<file path="src/hdl/pia_pkg.sv">
`timescale 1ns / 1ps
// Shared types and constants of the parallel interface adapter.
// Used by the top level and by its port checker; depends on nothing.
package pia_pkg;

    // Bus access direction.
    typedef enum logic {
        OP_READ  = 1'b0,
        OP_WRITE = 1'b1
    } t_op;

    // Register map of the four byte registers.
    typedef enum logic [1:0] {
        REG_PORT_A = 2'd0,
        REG_PORT_B = 2'd1,
        REG_CTRL_A = 2'd2,
        REG_CTRL_B = 2'd3
    } t_reg_sel;

    // Configuration register indexes.
    localparam int CFG_INDEX_W = 2;
    localparam int CFG_DATA_W  = 2;
    typedef enum logic [CFG_INDEX_W-1:0] {
        CFG_MACHINE_TYPE = 2'd0,
        CFG_MATH_PACK    = 2'd1
    } t_cfg_index;

    // Machine types.
    localparam logic [1:0] MACHINE_OLD     = 2'd0;
    localparam logic [1:0] MACHINE_BANKED  = 2'd1;
    localparam logic [1:0] MACHINE_CONSOLE = 2'd2;

    // Control register bit positions.
    localparam int CTRL_DATA_SEL = 2;  // 1 selects the data latch, 0 the direction mask
    localparam int CTRL_MODE_LO  = 3;
    localparam int CTRL_MODE_HI  = 4;
    localparam int CTRL_OUT_EN   = 5;  // line 2 driven as an output
    localparam int CTRL_FLAG2    = 6;
    localparam int CTRL_FLAG1    = 7;

    // Output modes of line 2 when driven (control bits 4:3).
    localparam logic [1:0] LINE_MODE_PULSE = 2'b01;
    localparam logic [1:0] LINE_MODE_LOW   = 2'b10;
    localparam logic [1:0] LINE_MODE_HIGH  = 2'b11;

    // Memory mapping bit positions.
    localparam int MAP_OS       = 0;
    localparam int MAP_BASIC    = 1;
    localparam int MAP_SELFTEST = 2;
    localparam int MAP_MATHPACK = 3;
    localparam logic [3:0] MAP_RESET = 4'b1001;

    // One result transaction.
    typedef struct packed {
        logic [7:0] read_data;
        logic       irq_line;
        logic       motor_line;
        logic       command_line;
        logic [3:0] map;
    } t_result;

endpackage

</file>
<file path="src/hdl/pia_port_controller.sv">
`timescale 1ns / 1ps
// Top level of the two-port parallel interface adapter.
// Depends on pia_pkg for register codes, bit positions and the result type.
//
// Usage:
//   The input channel (i_valid / o_ready) carries one bus access per
//   transaction: a read or write of port A, port B, control A or control B,
//   together with the current joystick nibbles and paddle trigger bits.
//   The output channel (o_valid / i_ready) returns exactly one result
//   transaction per access: the byte read (zero on writes), the interrupt
//   line, the motor and command lines and the four memory mapping bits as
//   they stand after the access.
//   The result of an accepted access is registered in the output or skid
//   register. Throughput is one access per cycle while o_ready is high;
//   all work is a single pass of logic from the accepted access and the
//   adapter state into the result register.
//   When the receiver stalls, a skid register catches one more result, so
//   the input stays ready after the output stalls until that result is
//   caught; o_ready drops only while the skid register is occupied.
//   The configuration port (i_cfg_we, i_cfg_index, i_cfg_data) writes the
//   machine type and the math pack control bit; writes to other indexes are
//   ignored and a write does not recompute the memory mapping.
//   Synchronous active-low reset returns all port, control, line and
//   mapping state to power-up values and empties the output stages.
module pia_port_controller (
    input  logic                             i_clk,
    input  logic                             i_rst_n,
    // configuration write port
    input  logic                             i_cfg_we,
    input  logic [pia_pkg::CFG_INDEX_W-1:0]  i_cfg_index,
    input  logic [pia_pkg::CFG_DATA_W-1:0]   i_cfg_data,
    // access channel
    input  logic                             i_valid,
    output logic                             o_ready,
    input  logic                             i_operation,
    input  logic [1:0]                       i_register_select,
    input  logic [7:0]                       i_write_data,
    input  logic [3:0]                       i_stick_zero,
    input  logic [3:0]                       i_stick_one,
    input  logic [3:0]                       i_stick_two,
    input  logic [3:0]                       i_stick_three,
    input  logic [3:0]                       i_paddle_triggers,
    // result channel
    output logic                             o_valid,
    input  logic                             i_ready,
    output logic [7:0]                       o_read_data,
    output logic                             o_irq_line,
    output logic                             o_motor_line,
    output logic                             o_command_line,
    output logic                             o_map_os,
    output logic                             o_map_basic,
    output logic                             o_map_selftest,
    output logic                             o_map_mathpack
);
    import pia_pkg::*;

    // Configuration registers.
    logic [1:0] r_machine_type;
    logic       r_math_pack_ctrl;

    // Adapter state.
    logic [7:0] r_latch_a, n_latch_a;
    logic [7:0] r_latch_b, n_latch_b;
    logic [7:0] r_dir_a, n_dir_a;
    logic [7:0] r_dir_b, n_dir_b;
    logic [7:0] r_ctrl_a, n_ctrl_a;
    logic [7:0] r_ctrl_b, n_ctrl_b;
    logic       r_line_a, n_line_a;
    logic       r_line_b, n_line_b;
    logic       r_fall_a, n_fall_a;
    logic       r_rise_a, n_rise_a;
    logic       r_edge_b, n_edge_b;
    logic       r_irq, n_irq;
    logic       r_motor, n_motor;
    logic       r_command, n_command;
    logic [3:0] r_map, n_map;

    // Output stage and skid register.
    t_result    r_out, r_skid, w_result;
    logic       r_out_valid, r_skid_valid;

    logic       w_fire;
    logic       w_out_free;
    logic [7:0] w_sticks_a, w_sticks_b;
    logic [7:0] w_pb_before;
    logic [7:0] v_pb_after, v_pb_changed;
    logic [7:0] v_read;
    logic       v_os, v_selftest;

    assign o_ready    = !r_skid_valid;
    assign w_fire     = i_valid && o_ready;
    assign w_out_free = !r_out_valid || i_ready;

    // Paddle triggers pull bits 2 and 3 of each stick nibble low.
    assign w_sticks_a = {i_stick_one[3] & ~i_paddle_triggers[3],
                         i_stick_one[2] & ~i_paddle_triggers[2], i_stick_one[1:0],
                         i_stick_zero[3] & ~i_paddle_triggers[1],
                         i_stick_zero[2] & ~i_paddle_triggers[0], i_stick_zero[1:0]};
    assign w_sticks_b = {i_stick_three[3] & ~i_paddle_triggers[3],
                         i_stick_three[2] & ~i_paddle_triggers[2], i_stick_three[1:0],
                         i_stick_two[3] & ~i_paddle_triggers[1],
                         i_stick_two[2] & ~i_paddle_triggers[0], i_stick_two[1:0]};

    // Effective port B output before this access.
    assign w_pb_before = r_latch_b | ~r_dir_b;

    // Next state and result of one access.
    always_comb begin
        n_latch_a    = r_latch_a;
        n_latch_b    = r_latch_b;
        n_dir_a      = r_dir_a;
        n_dir_b      = r_dir_b;
        n_ctrl_a     = r_ctrl_a;
        n_ctrl_b     = r_ctrl_b;
        n_line_a     = r_line_a;
        n_line_b     = r_line_b;
        n_fall_a     = r_fall_a;
        n_rise_a     = r_rise_a;
        n_edge_b     = r_edge_b;
        n_irq        = r_irq;
        n_motor      = r_motor;
        n_command    = r_command;
        n_map        = r_map;
        v_read       = 8'h00;
        v_pb_after   = 8'h00;
        v_pb_changed = 8'h00;
        v_os         = 1'b0;
        v_selftest   = 1'b0;

        if (i_operation == OP_WRITE) begin
            unique case (i_register_select)
                REG_PORT_A: begin
                    if (r_ctrl_a[CTRL_DATA_SEL]) n_latch_a = i_write_data;
                    else n_dir_a = i_write_data;
                end
                REG_PORT_B: begin
                    if (r_ctrl_b[CTRL_DATA_SEL]) n_latch_b = i_write_data;
                    else n_dir_b = i_write_data;
                    v_pb_after   = n_latch_b | ~n_dir_b;
                    v_pb_changed = w_pb_before ^ v_pb_after;
                    // The self-test ROM only shows while the OS ROM is mapped.
                    v_os       = v_pb_after[0];
                    v_selftest = ~v_pb_after[7] & v_pb_after[0];
                    if (r_machine_type == MACHINE_BANKED) begin
                        if (v_pb_changed[6] && r_math_pack_ctrl)
                            n_map[MAP_MATHPACK] = v_pb_after[6];
                        if (v_pb_changed[1])
                            n_map[MAP_BASIC] = ~v_pb_after[1];
                        if (v_pb_changed[0] || v_pb_changed[7]) begin
                            n_map[MAP_OS]       = v_os;
                            n_map[MAP_SELFTEST] = v_selftest;
                        end
                    end
                end
                REG_CTRL_A: begin
                    n_ctrl_a = {r_ctrl_a[7:6], i_write_data[5:0]};
                    if (i_write_data[CTRL_OUT_EN]) begin
                        n_ctrl_a[7:6] = 2'b00;
                        case (i_write_data[CTRL_MODE_HI:CTRL_MODE_LO])
                            LINE_MODE_LOW: begin
                                if (r_line_a) begin
                                    n_line_a = 1'b0;
                                    n_fall_a = 1'b1;
                                    n_motor  = 1'b0;
                                end
                            end
                            LINE_MODE_HIGH: begin
                                if (!r_line_a) begin
                                    n_line_a = 1'b1;
                                    n_rise_a = 1'b1;
                                    n_motor  = 1'b1;
                                end
                            end
                            LINE_MODE_PULSE: begin
                                n_line_a = 1'b1;
                                n_fall_a = 1'b0;
                                n_rise_a = 1'b0;
                                n_motor  = 1'b1;
                            end
                            default: ;
                        endcase
                    end else begin
                        // Latch the flag for the edge that the mode bit watches.
                        if ((n_ctrl_a[CTRL_MODE_HI] && r_fall_a) ||
                            (!n_ctrl_a[CTRL_MODE_HI] && r_rise_a))
                            n_ctrl_a[CTRL_FLAG2] = 1'b1;
                        n_fall_a = 1'b0;
                        n_rise_a = 1'b0;
                    end
                    n_irq = n_ctrl_a[CTRL_FLAG2] & ~n_ctrl_a[CTRL_OUT_EN] &
                            n_ctrl_a[CTRL_MODE_LO];
                end
                REG_CTRL_B: begin
                    n_ctrl_b = {r_ctrl_b[7:6], i_write_data[5:0]};
                    if (i_write_data[CTRL_OUT_EN]) begin
                        n_ctrl_b[7:6] = 2'b00;
                        case (i_write_data[CTRL_MODE_HI:CTRL_MODE_LO])
                            LINE_MODE_LOW: begin
                                if (r_line_b) begin
                                    n_line_b  = 1'b0;
                                    n_edge_b  = 1'b0;
                                    n_command = 1'b1;
                                end
                            end
                            LINE_MODE_HIGH: begin
                                if (!r_line_b) begin
                                    n_line_b  = 1'b1;
                                    n_edge_b  = 1'b1;
                                    n_command = 1'b0;
                                end
                            end
                            LINE_MODE_PULSE: begin
                                n_line_b = 1'b1;
                                n_edge_b = 1'b0;
                            end
                            default: ;
                        endcase
                    end else begin
                        if (r_edge_b) begin
                            n_ctrl_b[CTRL_FLAG2] = 1'b1;
                            n_edge_b             = 1'b0;
                        end
                        n_line_b = 1'b1;
                    end
                    n_irq = n_ctrl_b[CTRL_FLAG2] & ~n_ctrl_b[CTRL_OUT_EN] &
                            n_ctrl_b[CTRL_MODE_LO];
                end
                default: ;
            endcase
        end else begin
            unique case (i_register_select)
                REG_PORT_A: begin
                    if (!r_ctrl_a[CTRL_DATA_SEL]) begin
                        v_read = r_dir_a;
                    end else begin
                        n_ctrl_a = {2'b00, r_ctrl_a[5:0]};
                        n_irq    = 1'b0;
                        v_read   = ((r_latch_a & r_dir_a) | ~r_dir_a) & w_sticks_a;
                    end
                end
                REG_PORT_B: begin
                    if (!r_ctrl_b[CTRL_DATA_SEL]) begin
                        v_read = r_dir_b;
                    end else begin
                        n_ctrl_b = {2'b00, r_ctrl_b[5:0]};
                        n_irq    = 1'b0;
                        if (r_machine_type == MACHINE_OLD)
                            v_read = (r_latch_b & r_dir_b) | (w_sticks_b & ~r_dir_b);
                        else if (r_machine_type == MACHINE_BANKED)
                            v_read = r_latch_b | ~r_dir_b;
                        else
                            v_read = 8'hff;
                    end
                end
                REG_CTRL_A: v_read = r_ctrl_a;
                REG_CTRL_B: v_read = r_ctrl_b;
                default: ;
            endcase
        end

        w_result.read_data    = v_read;
        w_result.irq_line     = n_irq;
        w_result.motor_line   = n_motor;
        w_result.command_line = n_command;
        w_result.map          = n_map;
    end

    // Configuration registers.
    always_ff @(posedge i_clk) begin
        if (!i_rst_n) begin
            r_machine_type   <= MACHINE_BANKED;
            r_math_pack_ctrl <= 1'b0;
        end else if (i_cfg_we) begin
            if (i_cfg_index == CFG_MACHINE_TYPE) r_machine_type <= i_cfg_data[1:0];
            else if (i_cfg_index == CFG_MATH_PACK) r_math_pack_ctrl <= i_cfg_data[0];
        end
    end

    // Adapter state advances once per accepted access.
    always_ff @(posedge i_clk) begin
        if (!i_rst_n) begin
            r_latch_a <= 8'hff;
            r_latch_b <= 8'hff;
            r_dir_a   <= 8'h00;
            r_dir_b   <= 8'h00;
            r_ctrl_a  <= 8'h00;
            r_ctrl_b  <= 8'h00;
            r_line_a  <= 1'b1;
            r_line_b  <= 1'b1;
            r_fall_a  <= 1'b0;
            r_rise_a  <= 1'b0;
            r_edge_b  <= 1'b0;
            r_irq     <= 1'b0;
            r_motor   <= 1'b1;
            r_command <= 1'b0;
            r_map     <= MAP_RESET;
        end else if (w_fire) begin
            r_latch_a <= n_latch_a;
            r_latch_b <= n_latch_b;
            r_dir_a   <= n_dir_a;
            r_dir_b   <= n_dir_b;
            r_ctrl_a  <= n_ctrl_a;
            r_ctrl_b  <= n_ctrl_b;
            r_line_a  <= n_line_a;
            r_line_b  <= n_line_b;
            r_fall_a  <= n_fall_a;
            r_rise_a  <= n_rise_a;
            r_edge_b  <= n_edge_b;
            r_irq     <= n_irq;
            r_motor   <= n_motor;
            r_command <= n_command;
            r_map     <= n_map;
        end
    end

    // Output register with skid: the skid register only fills when the
    // output register is held by a stalled receiver.
    always_ff @(posedge i_clk) begin
        if (!i_rst_n) begin
            r_out_valid  <= 1'b0;
            r_skid_valid <= 1'b0;
        end else if (w_out_free) begin
            if (r_skid_valid) begin
                r_out_valid  <= 1'b1;
                r_skid_valid <= 1'b0;
            end else begin
                r_out_valid <= w_fire;
            end
        end else if (w_fire) begin
            r_skid_valid <= 1'b1;
        end
    end

    always_ff @(posedge i_clk) begin
        if (w_out_free) begin
            if (r_skid_valid) r_out <= r_skid;
            else if (w_fire) r_out <= w_result;
        end else if (w_fire) begin
            r_skid <= w_result;
        end
    end

    assign o_valid        = r_out_valid;
    assign o_read_data    = r_out.read_data;
    assign o_irq_line     = r_out.irq_line;
    assign o_motor_line   = r_out.motor_line;
    assign o_command_line = r_out.command_line;
    assign o_map_os       = r_out.map[MAP_OS];
    assign o_map_basic    = r_out.map[MAP_BASIC];
    assign o_map_selftest = r_out.map[MAP_SELFTEST];
    assign o_map_mathpack = r_out.map[MAP_MATHPACK];

endmodule

</file>
<file path="config.mk">
export PLATFORM = sky130hd
export DESIGN_NAME = pia_port_controller
export DESIGN_NICKNAME = d
export VERILOG_FILES = /design/src/hdl/pia_pkg.sv /design/src/hdl/pia_port_controller.sv
export SDC_FILE = /design/constraint.sdc
export NUM_CORES = 1
export LEC_CHECK = 0
export BUFFER_PORTS_ARGS = -buffer_cell sky130_fd_sc_hd__buf_4
export CAP_MARGIN = 20
export CORE_MARGIN = 3
export CORE_UTILIZATION = 50
export DETAILED_ROUTE_END_ITERATION = 10
export PLACE_DENSITY = 0.7
export SLEW_MARGIN = 20
export SYNTH_ARGS = -nofsm -noshare
export SYNTH_HDL_FRONTEND = slang
export SYNTH_SLANG_ARGS = --single-unit
</file>
<file path="constraint.sdc">
create_clock -name i_clk -period 2.25 [get_ports i_clk]
set_input_delay 0.225 -clock i_clk [delete_from_list [all_inputs] [get_ports i_clk]]
set_output_delay 0.225 -clock i_clk [all_outputs]
set_load 0.01 [all_outputs]
</file>
# Yosys cells after proc, flatten, opt, wreduce, memory -nomap -nowiden
# Index checks and enable logic that the tools add are counted.
[totals]
ff_bits = 95
wordCells = 199
output_inout_bits = 17
in_bits = 40
[classes]
bitwise = 36
mux = 68
reduce_logical = 41
n_eq_ne = 19
[ops]
columns = ["op", "count"]
rows = [
  ["8-bit two-way mux", 19],
  ["1-bit two-way mux", 35],
  ["8-bit bitwise AND", 4],
  ["8-bit OR", 4],
  ["8-bit one-hot mux with 4 select lines", 1],
  ["15-bit two-way mux", 2],
  ["5-bit AND reduction", 5],
  ["8-bit NOT", 3],
  ["4-bit AND reduction", 5],
  ["3-bit AND reduction", 6],
  ["1-bit bitwise AND", 13],
  ["4-bit two-way mux", 3],
  ["3-bit != test (second input constant)", 4],
  ["1-bit one-hot mux with 2 select lines", 6],
  ["2-bit nonzero test", 6],
  ["1-bit NOT", 11],
  ["2-bit by 1-bit == test with 1-bit output (second input constant)", 4],
  ["2-bit == test (second input constant)", 4],
  ["8-bit bitwise XOR", 1],
  ["2-bit logical NOT", 3],
  ["2-bit by 1-bit != test with 1-bit output (second input constant)", 3],
  ["3-bit by 1-bit != test with 1-bit output (second input constant)", 2],
  ["1-bit one-hot mux with 3 select lines", 2],
  ["2-bit AND reduction", 3],
  ["7 further kinds", 15],
]

# Depth between registers and ports, before layout
[logic_depth]
ltp_word = 13
depth_mapped = 7
depth_no_buf = 7

# Least setup slack after synthesis
# No wires, ideal clock.
[synth_path]
path_type = "reg2reg"
startpoint = "reg r_ctrl_b[2]"
endpoint = "reg r_out, in the netlist o_map_os, data pin"
stages_incl_launch_ff = 7
period_less_slack_ns = 1.811
setup_ns = 0.260
t_required_ns = 1.990
slack_ns = 0.439
arrival_time_ns = 1.551
n_path_buf = 1
cell_sequence = "dfxtp_1 -> buf_4 -> and4b_4 -> a31oi_4 -> a31oi_4 -> mux2_4 -> mux2_4"
[synth_via]
elab_chain_len = 13
word_cells_on_any_way = 16
cone_classes = "12 x mux; 3 x bitwise; 1 x reduce/logical"
[synth_rtl]
columns = ["item", "line", "source"]
rows = [
  ["start: declaration", "pia_port_controller.sv:67", "logic [7:0] r_ctrl_b, n_ctrl_b;"],
  ["start signal: assignment", "pia_port_controller.sv:303", "r_ctrl_b <= n_ctrl_b;"],
  ["8-bit two-way mux", "pia_port_controller.sv:137", "if (r_ctrl_b[CTRL_DATA_SEL]) n_latch_b = i_write_data;"],
  ["8-bit two-way mux", "pia_port_controller.sv:131", "unique case (i_register_select)"],
  ["8-bit two-way mux", "pia_port_controller.sv:130", "if (i_operation == OP_WRITE) begin"],
  ["8-bit NOT", "pia_port_controller.sv:139", "v_pb_after = n_latch_b | ~n_dir_b;"],
  ["8-bit OR (*)", "pia_port_controller.sv:139", ""],
  ["8-bit bitwise XOR", "pia_port_controller.sv:140", "v_pb_changed = w_pb_before ^ v_pb_after;"],
  ["1-bit logical OR", "pia_port_controller.sv:149", "if (v_pb_changed[0] || v_pb_changed[7]) begin"],
  ["1-bit two-way mux (*)", "pia_port_controller.sv:149", ""],
  ["4-bit two-way mux (*)", "pia_port_controller.sv:144", "if (r_machine_type == MACHINE_BANKED) begin"],
  ["4-bit two-way mux (*)", "pia_port_controller.sv:131", ""],
  ["4-bit two-way mux (*)", "pia_port_controller.sv:130", ""],
  ["net n_map[0]", "pia_port_controller.sv:76", "logic [3:0] r_map, n_map;"],
  ["15-bit two-way mux (*)", "pia_port_controller.sv:337", "else if (w_fire) r_out <= w_result;"],
  ["15-bit two-way mux (*)", "pia_port_controller.sv:336", "if (r_skid_valid) r_out <= r_skid;"],
  ["end signal: assignment", "pia_port_controller.sv:336", ""],
  ["end signal: assignment", "pia_port_controller.sv:337", ""],
  ["end: declaration", "pia_port_controller.sv:79", "t_result r_out, r_skid, w_result;"],
]
# The timed path passes the listed nets; every way through them passes the cells marked *. The select of a mux whose other input is x is not followed.
# A chain may end at the register's enable or synchronous reset.

# Worst setup path after layout
[layout_path]
startpoint = "reg r_ctrl_b[2]"
endpoint = "reg r_out, in the netlist o_read_data[4], data pin"
[layout_via]
elab_chain_len = 5
[layout_rtl]
columns = ["item", "line", "source"]
rows = [
  ["8-bit two-way mux", "pia_port_controller.sv:242", "if (!r_ctrl_b[CTRL_DATA_SEL]) begin"],
  ["8-bit one-hot mux with 4 select lines", "pia_port_controller.sv:231", "unique case (i_register_select)"],
  ["8-bit two-way mux", "pia_port_controller.sv:130", ""],
  ["net v_read[4]", "pia_port_controller.sv:87", "logic [7:0] v_read;"],
  ["15-bit two-way mux", "pia_port_controller.sv:337", ""],
  ["15-bit two-way mux", "pia_port_controller.sv:336", ""],
]
# The timed path passes the listed nets, and every way through them passes these cells. The select of a mux whose other input is x is not followed.

==> metrics.yaml <==
drive_gt1_frac: 0.2040
gp_congestion: 0.8475
first_pass_iters: 4
cap_viol_max_count: 0
rr_startpoint: "r_ctrl_b[2]"
area.sequential_sq_um: 2162
layout_min_cycle_time_ns: 1.952
cts_max_level: 3
initial_core_util: 0.5160
tns_ns: 0
status: "finished clean"
critPathMaxStageDelay_ns: 0.47
yosysTopAreaCell: "dfxtp_1"
slew_headroom: 0.5767
leakage_nw: 2.137
antenna_left: 0
yosysSeqAreaShare: 0.4534
ys_top_cells_by_area: "dfxtp_1 26%, edfxtp_1 19%, mux2i_1 7.3%"
dp_hpwl_microns: 8066
final_area_sq_um: 5503
clkSlewWorstSetupHoldPaths_ns: 0.09
endpoint_kind: "flop"
yosysUniqueCellTypes: 67
vias: 3843
final_util: 0.5955
drt_iter0_drc: 224
routedWlPerCell_microns: 16.75
power.density_nw_per_um2: 608.2
die_width_microns: 103.7
grt_overflow_total: 0
hold_slack_ns: 0.1398
reg2reg_slack_ns: 0.30
netlist_area_sq_um: 4768
grt_first_pass_wirelength_microns: 18550
ir_worst_vdd_v: 0.0003143
crit_type: "flop to flop"
r2r_cells: 5
final_cell_mix: "69 x buf_4, 63 x dfxtp_1, 59 x nand2_1, 35 x mux2i_1, 34 x nor2b_1"
synth_edf_count: 30
start_kind: "flop"
avgSynthCellArea_sq_um: 9.614
worst_pin_slew_ns: 0.6350
cts_tree: "yes"
power_mw: 3.347
startpoint: "r_ctrl_b[2]"
fmax_mhz: 512.4
finalMaxSlewViolations: 0
antenna_found_initial: 0
grt_usage: 0.2112
place_ws_ns: 0.2850
ys_seq_elements: 93
placed_cell_area_sq_um: 5296
fp-row-count: 35
clock_latency_ns: 0.35
wl_microns: 11360
yosysWarnings: 0
drc: 0
fin_crit_sh: 0.8674
grt_pass1_vias: 3626
cts_setup_buffers: 0
die_h_microns: 103.7
cp_slowest_cell: "dfxtp_1"
final_nets: 588
crit_path_end: "o_read_data[4]"
antenna_cells: 0
cts_buffers: 9
skew_ns: 0.01014
layout_setup_ws_ns: 0.2984
stdcell_count: 678
critPathArrivalTime_ns: 2.06
layout_commonest_cell: "buf_4"
synth_top_area_share: 0.2645
finalHoldViolCount: 0
portBuffers: 56
dieArea_sq_um: 10740
multiInputGateArea_sq_um: 2350
root_buffer: "clkbuf_8"
cts_buffer_depth: 2
setup_viol: 0
fill_cells: 793
cts.repair.resized: 0
reg2reg_to: "o_read_data[4]"
core_area_sq_um: 9240
pin_count: 57
worst-endpoint-required_ns: 2.36
post-place-cells: 662
cts_sinks: 93
rsz0062_at_grt: "false"
async_reset_ff_frac: 0
crit_chain: "buf_4 -> nand2b_1 -> o311ai_1 -> a221oi_2 -> mux2_2"
hold_path.class: "input port to flop"
viasPerCell: 5.668
synthFlopType: "dfxtp_1"
area_growth_pct: 15.40
worstPathMaxFanout: 13
grt_start_max_net_pins: 65
synth.net_count: 540
postCtsHoldBufs: 0
synthCells: 496
## power breakdown
part | internal, mW | switching, mW
Clock | 0.608 | 0.551
Combinational | 0.169 | 0.212
Sequential | 1.78 | 0.0262
## cells in the mapped netlist, drive strengths merged, types with 7 or more instances
master and number:
nor2b 34, nor3 10, mux2 14, a21oi 19, o21ai 23, a21boi 12
nor2 20, mux2i 35, a221oi 7, nand2b 17, clkbuf 14, edfxtp 30
inv 28, buf 18, dfxtp 63, o211ai 14, a31oi 8, nand2 60
## flip-flops by register name, indices dropped and copies added, names as in the netlist, 2 cells and up
name            cells
r_dir_a             8
r_skid             15
o_read_data         8
r_latch_a           8
r_machine_type      2
r_latch_b           8
r_map               4
r_dir_b             8
r_ctrl_b            7
r_ctrl_a            7
## worst max-delay path, delay by kind of cell, from the launching register on
| kind | cells | cell delay, ns |
|---|---|---|
| compound gates | 2 | 0.53 |
| flops | 1 | 0.47 |
| mux | 1 | 0.28 |
| buf+inv | 1 | 0.25 |
| simple gates | 1 | 0.18 |
## layout make-up
cell class | count | share of cell area
clock buffer | 15 | 0.03206
clock inverter | 1 | 0.005457
inverter | 28 | 0.01910
multi-input combinational | 343 | 0.4270
sequential | 93 | 0.3929
tap | 129 | 0.02933
timing repair buffer | 69 | 0.09413
## cells by family after synthesis
| logic type | Yosys count | synth area share |
|---|---|---|
| compound gates | 119 | 0.1855 |
| xor+xnor | 1 | 0.001837 |
| fa+ha+maj | 4 | 0.01050 |
| buf+inv | 60 | 0.05379 |
| flops | 93 | 0.4534 |
| mux | 49 | 0.1081 |
| simple gates | 170 | 0.1868 |
## layer usage
metal,share of wire,routed length (microns),global-route usage
met5,0,0,0
met3,0.067,757,0.03676
met4,0.017,197,0.08452
met2,0.45,5087,0.3229
met1,0.47,5316,0.2983
## worst min-delay path by stage
stage	from	end	slack (ns)	cells past startpoint
2_1_floorplan	i_write_data[2]	r_latch_a[2]	0.35	2
4_1_cts	i_write_data[2]	r_latch_a[2]	0.13	3
5_1_grt	i_write_data[2]	r_latch_a[2]	0.14	3
3_3_place_gp	r_ctrl_b[3]	r_ctrl_b[3]	0.44	2
6_report	i_write_data[2]	r_latch_a[2]	0.14	3
3_5_place_dp	r_ctrl_b[3]	r_ctrl_b[3]	0.45	2
(Power assumes the default switching activity.)
